**config.mk**
```make
export PLATFORM = sky130hd
export DESIGN_NAME = moving_average_filter
export DESIGN_NICKNAME = d
export VERILOG_FILES = /design/src/rtl/maf_pkg.sv /design/src/rtl/moving_average_filter.sv
export SDC_FILE = /design/constraint.sdc
export NUM_CORES = 1
export LEC_CHECK = 0
export BUFFER_PORTS_ARGS = -buffer_cell sky130_fd_sc_hd__buf_2
export CAP_MARGIN = 20
export CORE_AREA = 8 8 338 340
export CTS_CLUSTER_SIZE = 12
export DETAILED_ROUTE_END_ITERATION = 8
export DIE_AREA = 0 0 346 348
export PLACE_DENSITY_LB_ADDON = 0.15
export SLEW_MARGIN = 40
export SYNTH_ARGS = -nofsm -noshare
export SYNTH_HDL_FRONTEND = slang
export SYNTH_SLANG_ARGS = --single-unit
```
**constraint.sdc**
```tcl
create_clock -name i_clk -period 8.5 [get_ports i_clk]
set_input_delay 0.425 -clock i_clk [delete_from_list [all_inputs] [get_ports i_clk]]
set_output_delay 0.425 -clock i_clk [all_outputs]
set_load 0.02 [all_outputs]
```
**src/rtl/maf_pkg.sv**
```systemverilog
`timescale 1ns / 1ps

package maf_pkg;

    localparam int unsigned MAF_MAX_WINDOW = 32;
    localparam int unsigned SAMPLE_W       = 16;
    localparam int unsigned CFG_W          = 6;
    localparam logic [CFG_W-1:0] CFG_WINDOW_RESET = 6'd10;

endpackage

```
**src/rtl/moving_average_filter.sv**
```systemverilog
`timescale 1ns / 1ps

// Moving average over the last window_len samples held in a ring store. Each
// transfer writes the sample into the ring, then a sequencer reads slots
// 0 .. n-1 one per cycle through a single adder and divides the sum by n in a
// single restoring divider that yields one quotient bit per cycle (n is
// window_len clamped to 1 .. MAX_WINDOW; quotient truncated toward zero).
// The quotient has SUM_W = 16 + clog2(MAX_WINDOW) bits. The result waits in an
// output register; while a stalled output keeps that register full, the
// sequencer holds in S_DONE and o_ready stays low, so a stalled output does
// hold up the next input.
// The ring reads as zero after reset through per-slot valid bits, so no
// clearing pass is needed. window_len is written through i_cfg_we; the user
// must write it only while idle, as the block itself does not enforce this.

module moving_average_filter
    import maf_pkg::*;
#(
    parameter int unsigned MAX_WINDOW = MAF_MAX_WINDOW
) (
    input  logic                       i_clk,
    input  logic                       i_rst_n,
    input  logic                       i_cfg_we,
    input  logic [CFG_W-1:0]           i_cfg_wdata,
    input  logic                       i_valid,
    output logic                       o_ready,
    input  logic signed [SAMPLE_W-1:0] i_sample_in,
    output logic                       o_valid,
    input  logic                       i_ready,
    output logic signed [SAMPLE_W-1:0] o_average_out
);

    localparam int unsigned IDX_W = (MAX_WINDOW > 1) ? $clog2(MAX_WINDOW) : 1;
    localparam int unsigned CNT_W = $clog2(MAX_WINDOW + 1);
    localparam int unsigned CMP_W = (CNT_W > CFG_W) ? CNT_W : CFG_W;
    localparam int unsigned SUM_W = SAMPLE_W + $clog2(MAX_WINDOW);
    localparam int unsigned BIT_W = $clog2(SUM_W);

    typedef enum logic [5:0] {
        S_IDLE  = 6'b000001,
        S_SUM   = 6'b000010,
        S_DRAIN = 6'b000100,
        S_ABS   = 6'b001000,
        S_DIV   = 6'b010000,
        S_DONE  = 6'b100000
    } t_state;

    t_state r_state, n_state;

    logic [CFG_W-1:0]           r_window_len;
    logic [IDX_W-1:0]           r_wp;
    logic [IDX_W-1:0]           r_cnt;
    logic [BIT_W-1:0]           r_bit;
    logic signed [SAMPLE_W-1:0] r_ring [MAX_WINDOW];
    logic [MAX_WINDOW-1:0]      r_ring_vld;
    logic signed [SAMPLE_W-1:0] r_rd_data;
    logic                       r_rd_vld;
    logic                       r_pend;
    logic signed [SUM_W-1:0]    r_acc;
    logic [SUM_W-1:0]           r_quo;
    logic [CNT_W-1:0]           r_rem;
    logic                       r_neg;
    logic                       r_out_valid;
    logic signed [SAMPLE_W-1:0] r_average;

    logic [CMP_W-1:0]    cfg_ext;
    logic [CNT_W-1:0]    win_n;
    logic [CNT_W-1:0]    wp_inc;
    logic [IDX_W-1:0]    wp_next;
    logic                in_xfer;
    logic                out_free;
    logic [CNT_W:0]      rem_sh;
    logic                q_bit;
    logic [CNT_W-1:0]    rem_next;
    logic [SUM_W-1:0]    res_full;
    logic signed [SUM_W-1:0] addend;

    // effective window
    always_comb begin
        cfg_ext = CMP_W'(r_window_len);
        if (cfg_ext == '0) begin
            win_n = CNT_W'(1);
        end else if (cfg_ext > CMP_W'(MAX_WINDOW)) begin
            win_n = CNT_W'(MAX_WINDOW);
        end else begin
            win_n = CNT_W'(cfg_ext);
        end
    end

    assign in_xfer  = i_valid && o_ready;
    assign out_free = !r_out_valid || i_ready;
    assign o_ready  = (r_state == S_IDLE);

    assign wp_inc  = CNT_W'(r_wp) + CNT_W'(1);
    assign wp_next = (wp_inc >= win_n) ? '0 : wp_inc[IDX_W-1:0];

    assign addend = r_rd_vld ? SUM_W'(r_rd_data) : '0;

    // one restoring divide step
    always_comb begin
        rem_sh = {r_rem, r_quo[SUM_W-1]};
        q_bit  = (rem_sh >= {1'b0, win_n});
        if (q_bit) begin
            rem_next = CNT_W'(rem_sh - {1'b0, win_n});
        end else begin
            rem_next = rem_sh[CNT_W-1:0];
        end
        res_full = r_neg ? (~r_quo + SUM_W'(1)) : r_quo;
    end

    always_comb begin
        n_state = r_state;
        unique case (r_state)
            S_IDLE:  if (in_xfer) n_state = S_SUM;
            S_SUM:   if (CNT_W'(r_cnt) == win_n - CNT_W'(1)) n_state = S_DRAIN;
            S_DRAIN: n_state = S_ABS;
            S_ABS:   n_state = S_DIV;
            S_DIV:   if (r_bit == BIT_W'(SUM_W - 1)) n_state = S_DONE;
            S_DONE:  if (out_free) n_state = S_IDLE;
            default: n_state = S_IDLE;
        endcase
    end

    always_ff @(posedge i_clk) begin
        if (!i_rst_n) begin
            r_state      <= S_IDLE;
            r_window_len <= CFG_WINDOW_RESET;
            r_wp         <= '0;
            r_ring_vld   <= '0;
            r_pend       <= 1'b0;
            r_out_valid  <= 1'b0;
        end else begin
            r_state <= n_state;
            r_pend  <= (r_state == S_SUM);
            if (i_cfg_we) begin
                r_window_len <= i_cfg_wdata;
            end
            if (in_xfer) begin
                r_wp                <= wp_next;
                r_ring_vld[wp_next] <= 1'b1;
            end
            if (r_state == S_DONE && out_free) begin
                r_out_valid <= 1'b1;
            end else if (i_ready) begin
                r_out_valid <= 1'b0;
            end
        end
    end

    // ring store
    always_ff @(posedge i_clk) begin
        if (in_xfer) begin
            r_ring[wp_next] <= i_sample_in;
        end
        r_rd_data <= r_ring[r_cnt];
        r_rd_vld  <= r_ring_vld[r_cnt];
    end

    // datapath
    always_ff @(posedge i_clk) begin
        if (in_xfer) begin
            r_cnt <= '0;
            r_acc <= '0;
        end else begin
            if (r_state == S_SUM) begin
                r_cnt <= r_cnt + IDX_W'(1);
            end
            if (r_pend) begin
                r_acc <= r_acc + addend;
            end
        end
        if (r_state == S_ABS) begin
            r_neg <= r_acc[SUM_W-1];
            r_quo <= r_acc[SUM_W-1] ? (~r_acc + SUM_W'(1)) : r_acc;
            r_rem <= '0;
            r_bit <= '0;
        end else if (r_state == S_DIV) begin
            r_quo <= {r_quo[SUM_W-2:0], q_bit};
            r_rem <= rem_next;
            r_bit <= r_bit + BIT_W'(1);
        end
        if (r_state == S_DONE && out_free) begin
            r_average <= res_full[SAMPLE_W-1:0];
        end
    end

    assign o_valid       = r_out_valid;
    assign o_average_out = r_average;

endmodule

```
* Yosys cells after proc, flatten, opt, wreduce, memory -nomap -nowiden
Memory sizes are Yosys's and may differ from the RTL's. A register that Yosys moved wholly into a read port is not among the register bits.
Cells that the tools add are included.
** Operators by class
- Add/subtract/negate cells :: 8
- Order comparisons :: 6
- Equality and inequality tests :: 12
- Multiplexer cells :: 22
- Bitwise operators :: 3
- Reduce and logical (&&, ||, !) cells :: 9
** Operator list (number)
- two-way mux 21 bit :: 4
- two-way mux 6 bit :: 7
- case mux 6 bit (6 select lines) :: 1
- OR 32 bit :: 1
- adder 21 x 2 -> 21 bit, second input constant :: 1
- adder 21 bit :: 1
- inverter 21 bit :: 1
- adder 16 x 1 -> 16 bit, second input constant :: 1
- two-way mux 16 bit :: 1
- inverter 16 bit :: 1
- < comparator 5 x 6 -> 1 bit, second input constant :: 2
- adder 5 x 1 -> 5 bit, second input constant :: 2
- >= comparator 7 x 6 -> 1 bit :: 1
- adder 5 x 1 -> 6 bit, second input constant :: 1
- == test 5 x 6 -> 1 bit :: 1
- == test 6 x 1 -> 1 bit, second input constant :: 1
- == test 6 x 2 -> 1 bit, second input constant :: 1
- == test 6 x 3 -> 1 bit, second input constant :: 1
- == test 6 x 4 -> 1 bit, second input constant :: 1
- == test 6 x 5 -> 1 bit, second input constant :: 1
- == test 6 bit, second input constant :: 1
- >= comparator 6 bit :: 1
- greater-than comparator 6 bit, second input constant :: 1
- zero test 6 bit :: 1
- other kinds (15) :: 25
** Storage, ports and cells
- Flip-flop bits (word level) :: 127
- Memory bits (writable) :: 512
- Bits of input ports :: 27
- Output and inout bits :: 18
- Memories :: 1
** Memories
- r_ring :: depth 32, bits a word 16, rd ports 1, clocked after memory_dff 1, wr ports 1, line moving_average_filter.sv:54 : logic signed [SAMPLE_W-1:0] r_ring [MAX_WINDOW];

* Longest topological paths before layout
Gate-level depths: netlist of run 1.
- Depth after elaboration :: 10
- Mapped depth :: 12
- Gate-level depth less buffers :: 11

* Worst setup path before layout of run 1
No wires, ideal clock.
- Path type :: register -> register
- Start :: reg r_wp[0]
- End :: mem r_ring[28][0] (enable)
- Arrival :: 3226 ps
- Setup slack :: 4884 ps
- Cell stages (with the launch flop) :: 11
- Path buffers :: 1
- Clock period less this slack :: 3616 ps
- Cells stage by stage :: dfxtp_1 ha_1 nand3_1 xnor2_1 ha_1 a21o_1 a21oi_1 o21a_1 clkbuf_1 nand4_1 nor2_1
** Between the ends
- Longest elaborated chain between the ends :: 3
** RTL lines
- start, declared :: line moving_average_filter.sv:51 : logic [IDX_W-1:0] r_wp;
- start signal, assigned :: line moving_average_filter.sv:139 : r_wp <= wp_next;
- adder 5 x 1 -> 6 bit * :: line moving_average_filter.sv:94 : assign wp_inc = CNT_W'(r_wp) + CNT_W'(1);
- >= comparator 6 bit :: line moving_average_filter.sv:95 : assign wp_next = (wp_inc >= win_n) ? '0 : wp_inc[IDX_W-1:0];
- two-way mux 5 bit * :: line moving_average_filter.sv:95
- end, declared :: line moving_average_filter.sv:54
Every way passes the cells marked *; elsewhere a longest branch is shown, timed or not.

* Final worst setup path of run 1
- Start :: reg r_wp[0]
- End :: mem r_ring[27][9] (enable)
The elaborated chain is that of the path after synthesis.

==> run summary, run 1 <==
crit path DAT: 4840 ps
TNS Setup: 0 ps
Clock Pin Slew Worst Setup and Hold Paths: 60 ps
Fin. Hold Viols: 0
final setup margin: 3910 ps
startpoint types: flip-flop
DRT Wirelength: 72.1 mm
final worst path period share: 54.0%
min Tclk post-route: 4590 ps
Peak VDD IR: 0.116 mV
Avg Cell Area, Syn: 17.4 µm²
core area: 109000 µm²
measured slew at the worst slew-check pin: 836 ps
Maximum Capacitance Violations: 0
Finish-stage setup viols: 0
number of port buffers: 44
Core Util, Final: 29.0%
initial antenna violation count: 4
RD Place Congestion: 0.738
RSZ-0062 raised after global routing: false
Clock power frac: 43.9%
Yosys top cell area share: 61.1%
f_max: 218 MHz
top post-synthesis cells by area: edfxtp_1, mux4_2, dfxtp_1
async set-reset flop share out of synthesis: 0%
Tot GR Track Use: 11.8%
Vias/cell: 4.52
die height: 348 µm
First-pass DRT Iterations: 5
WS Path Type: flip-flop to flip-flop
Yosys top cell by area: edfxtp_1
die area: 120000 µm²
Clock Tree Root: clkbuf_16
Post-Synth Adder-Cell Area: 1.95%
P_leak: 9.96 nW
most frequent cell after synthesis: edfxtp_1
Reg power frac: 47.8%
Hold Crit Class: input pin to flip-flop
main combinational cell family by area after synthesis: multiplexers
layout cells sized above 1: 24.6%
Bufs on Longest Clock Path: 3
Vias: 14100
largest net degree at the start of global routing: 56
CP Max Fanout: 17
compound-cell area share of the yosys netlist: 4.10%
synth warn: 0
P_int: 5.75 mW
mapped cell area: 27000 µm²
Detailed Place HPWL: 45.6 mm
pre-CTS setup slack: 3980 ps
simple-gate area share of the yosys netlist: 5.64%
Sw Share: 23.0%
nets: 1687
hold buffer count at CTS: 0
GR Overflow Total: 0
mux cell area share after synthesis: 15.8%
Post-CTS Setup Bufs: 0
number of diodes: 0
status: completed
CTS resizes: 0
Die X: 346 µm
Area Overhead vs Synth: 17.5%
Synth Area in XOR/XNOR: 2.21%
io pins: 45
H-Tree Depth: 3
Iteration-0 DRC Markers: 1134
P_sw: 1.71 mW
number of synthesized flops with an enable pin: 550
TritonCTS Buffers: 76
initial core utilization: 24.7%
Yosys reg bits: 655
Syn Nets: 1620
Skew-Pair Late Insertion Delay: 620 ps
Worst Clk Skew: 33.0 ps
normalized max-slew margin: 44.2%
CP endpoint kind: flip-flop
Placement Rows: 122
Power Density: 235 nW/µm²
number of global-route vias before repair: 14500
Critical Path RT: 8750 ps
post-route ant nets: 0
Filler cells: 10800
TritonCTS clock tree: built
Synth Instances: 1552
post-synthesis sequential area ratio: 68.9%
Max Slew Vio Count: 0
DRC: 0
Most used DFF post-synth: edfxtp_1
WL/cell: 23.2 µm
Yosys cell types: 60
top cells by count, synth: edfxtp_1, mux4_2, dfxtp_1
Sink Count: 655
Comb power frac: 8.3%
global-route wire length before repair: 105 mm
Hold Slack: 55.6 ps
## sequential cells by signal, indices dropped and copies added, names as in the netlist, 5 cells and up
register and count:
cfg_ext 6, o_average_out 16, r_acc 21, r_bit 5, r_cnt 5, r_quo 21, r_rd_data 16, r_rem 6
r_ring 512, r_ring_vld 32, r_state 6, r_wp 5
## layer usage
metal | share of wire [%] | wire length, µm | vias to the layer above | GRT usage [%]
met5 | 0 | 0 | - | 0
met4 | 2.5 | 1800 | 0 | 3.24
met3 | 4.6 | 3340 | 82 | 2.65
met2 | 44 | 31900 | 305 | 18.0
met1 | 49 | 35100 | 7356 | 17.0
li1 | - | - | 6308 | -
## final timing paths
| check | from | endpoint | slack, ps | cells after the start |
|---|---|---|---|---|
| setup / recovery | r_wp[0] | r_ring[27][9] | 3910 | 9 |
| hold reg to reg | r_ring_vld[11] | r_ring_vld[11] | 460 | 1 |
| setup reg to reg | r_wp[0] | r_ring[27][9] | 3910 | 9 |
| hold / removal | i_cfg_wdata[3] | cfg_ext[3] | 60 | 3 |
## layout make-up
type / count / area, µm² / share of cell area (%)
Clock buffer: 111 / 2210 / 6.95
Sequential cell: 655 / 18600 / 58.7
Tap cell: 1426 / 1780 / 5.62
Multi-Input combinational cell: 797 / 8280 / 26.1
Clock inverter: 30 / 312 / 0.982
Timing Repair Buffer: 60 / 418 / 1.32
Inverter: 29 / 109 / 0.343
## through the flow
stage | area, µm² | total power, mW | instances
after floorplan | 27000 | 3.99 | 1552
after global placement | 28900 | 4.25 | 2964
after detailed placement | 29200 | 4.26 | 2966
after CTS | 31700 | 7.57 | 3107
after global routing | 31700 | 7.74 | 3108
final | 31700 | 7.46 | 3108
## cell usage in the layout, fill, tap and decap left out, drive strengths merged, types with 6 or more instances in the layout
master and count:
and2 20, mux2i 23, a21o 6, o31ai 8, clkinv 19, nor4 7, nor3 8, a211oi 7
nor2b 21, nor2 83, o21a 34, nand3 23, clkbuf 111, mux4 170, nand3b 9, a21oi 35
nand4 13, buf 60, mux2 18, nand2 78, xnor2 43, ha 39, dfxtp 105, nand2b 11
xor2 25, inv 34, edfxtp 550, or4 6, o21ai 52, or3 8
## critical path, cell delays in order (launching register included)
cell and delay [ps]:
dfxtp_1 500, ha_1 340, nand3_1 120, xnor2_1 630
ha_1 360, a21o_1 160, a21oi_1 150, o21a_1 540
nand4_1 680, nor2_4 750
## cells by family (layout without fill, tap and decap cells)
kind of cell    after synthesis  after routing
compound gates              173            173
xor+xnor                     68             68
fa+ha+maj                    41             41
buf+inv                     100            230
flops                       655            655
mux                         211            211
simple gates                304            304
## power groups by stage
stage               Clock (mW)  Combinational [mW]  Sequential [mW]
global route              3.51               0.669             3.57
detailed placement           0               0.633             3.63
global placement             0               0.611             3.64
CTS                       3.38               0.634             3.56
floorplan                    0               0.389             3.61
finish                    3.28               0.621             3.56
No activity file was read; power rests on OpenSTA's default activity.
==> run 2, diff against run 1 <==
- clock period: 8.5 -> 4.65 ns (I/O delays scaled with it)
==> run summary, run 2 (same netlist as run 1, synthesis figures left out) <==
nets: 1738 (+3.0%)
Placement Rows: 122 (unchanged)
TNS Setup: 0 ps (unchanged)
RSZ-0062 raised after global routing: false
hold buffer count at CTS: 12 (+12)
Sink Count: 655 (unchanged)
Bufs on Longest Clock Path: 3 (unchanged)
CP Max Fanout: 17 (unchanged)
Clock Pin Slew Worst Setup and Hold Paths: 60 ps (about the same)
Post-CTS Setup Bufs: 0 (unchanged)
pre-CTS setup slack: 714 ps (-3260 ps)
f_max: 248 MHz (+14%)
min Tclk post-route: 4040 ps (-556 ps)
final setup margin: 611 ps (-3290 ps)
hold_sp: i_cfg_we
number of global-route vias before repair: 14600 (+0.93%)
Max Slew Vio Count: 0 (unchanged)
RD Place Congestion: 0.784 (+6.2%)
die height: 348 µm (unchanged)
TritonCTS Buffers: 78 (+2.6%)
largest net degree at the start of global routing: 52 (-7.1%)
GR Overflow Total: 0 (unchanged)
most common cell after layout, fill and taps aside: edfxtp_1
Power Density: 427 nW/µm² (+82%)
Vias/cell: 4.45 (-1.6%)
Vias: 14100 (+0.15%)
Sw Share: 22.9% (-0.027 points)
number of port buffers: 44 (unchanged)
Clock Tree Root: clkbuf_16
Clock power frac: 44.0% (about the same)
Fin. Hold Viols: 0 (unchanged)
Detailed Place HPWL: 45.4 mm (-0.46%)
Reg power frac: 47.6% (-0.2 points)
initial core utilization: 24.7% (unchanged)
TritonCTS clock tree: built
status: completed
DRT Wirelength: 70.3 mm (-2.5%)
max reg flops: 512 (unchanged)
P_sw: 3.13 mW (+83%)
post-route ant nets: 0 (unchanged)
H-Tree Depth: 3 (unchanged)
io pins: 45 (unchanged)
core area: 109000 µm² (unchanged)
Crit. Startpoint: r_wp[0]
Worst Clk Skew: 21.7 ps (-11.3 ps)
crit path DAT: 4320 ps (-520 ps)
Hold Crit Class: input pin to flip-flop
Finish-stage setup viols: 0 (unchanged)
startpoint types: flip-flop
Peak VDD IR: 0.207 mV (+78%)
layout cells sized above 1: 25.9% (+1.3 points)
CP endpoint kind: flip-flop
measured slew at the worst slew-check pin: 811 ps (-25.5 ps)
DRC: 0 (unchanged)
CTS resizes: 0 (unchanged)
First-pass DRT Iterations: 7 (+2)
die area: 120000 µm² (unchanged)
Iteration-0 DRC Markers: 1006 (-11%)
global-route wire length before repair: 103 mm (-1.6%)
Comb power frac: 8.4% (about the same)
Tot GR Track Use: 11.5% (-0.33 points)
register with the most flip-flops: r_ring
Skew-Pair Late Insertion Delay: 620 ps (about the same)
WS Path Type: flip-flop to flip-flop
WL/cell: 22.2 µm (-4.2%)
Die X: 346 µm (unchanged)
P_int: 10.5 mW (+83%)
Hold Slack: 54.5 ps (-1.03 ps)
top flop regs: r_ring (512), r_ring_vld (32)
initial antenna violation count: 4 (unchanged)
normalized max-slew margin: 45.9% (+1.7 points)
FF-to-FF Start: r_wp[0]
P_leak: 10.2 nW (+2.5%)
Critical Path RT: 4930 ps (-3820 ps)
Maximum Capacitance Violations: 0 (unchanged)
commonest cells after routing, fill and taps aside: edfxtp_1, mux4_2, dfxtp_1
final worst path period share: 86.9% (+33 points)
Area Overhead vs Synth: 18.5%
-- run 2: changes by cell type in the layout (fill, tap and decap cells not counted), moves of 3 or more --
cell	delta
clkbuf_16	+4
buf_12	+3
buf_2	+4
buf_4	+32
dlygate4sd3_1	+12
nor2_4	-31
nor2_2	+31
-- run 2: final timing paths --
kind         cells after the start              to  slack (ps)
min reg2reg                      1  r_ring_vld[25]         460
max                             10   r_ring[26][1]         610
min                              3      cfg_ext[4]          50
max reg2reg                     10   r_ring[26][1]         610
-- run 2: power groups by stage --
stage	Clock (mW)	Sequential, mW	Combinational, mW
4_1_cts	6.22	6.51	1.17
5_1_grt	6.42	6.52	1.23
3_5_place_dp	0	6.64	1.15
3_3_place_gp	0	6.64	1.15
2_1_floorplan	0	6.59	0.712
6_report	6.02	6.51	1.14
-- run 2: area by class of cell --
class	instances	area, µm²
fill	10800	77300
clock inverter	30	250
sequential	655	18600
multi-input combinational	797	8100
timing repair buffer	109	836
inverter	29	109
antenna	1	2.50
clock buffer	115	2300
tap	1426	1780
-- run 2: per-stage QoR --
stage          cells  util [%]  instance area [µm²]  power, mW
4_1_cts         3159      29.2                32000       13.9
3_5_place_dp    3002      26.8                29300       7.79
5_1_grt         3161      29.3                32000       14.2
2_1_floorplan   1552         -                27000       7.30
6_report        3162      29.3                32000       13.7
3_3_place_gp    3002      26.8                29300       7.79
-- run 2: worst max-delay path, cell delays in order (launching register included) --
cell and delay [ps]:
dfxtp_1 510, ha_1 330, nand3_1 120, xnor2_1 560
ha_1 360, a21o_1 160, a21oi_1 130, o21a_1 460
nand4_1 510, nor2_2 240, buf_4 310
-- run 2: per-layer routing --
layer	wire (µm)	global-route usage, %	vias to the layer above
met5	0	0	-
met4	1850	3.88	0
met3	3400	2.34	100
met2	30900	17.3	310
met1	34200	16.5	7252
li1	-	-	6410
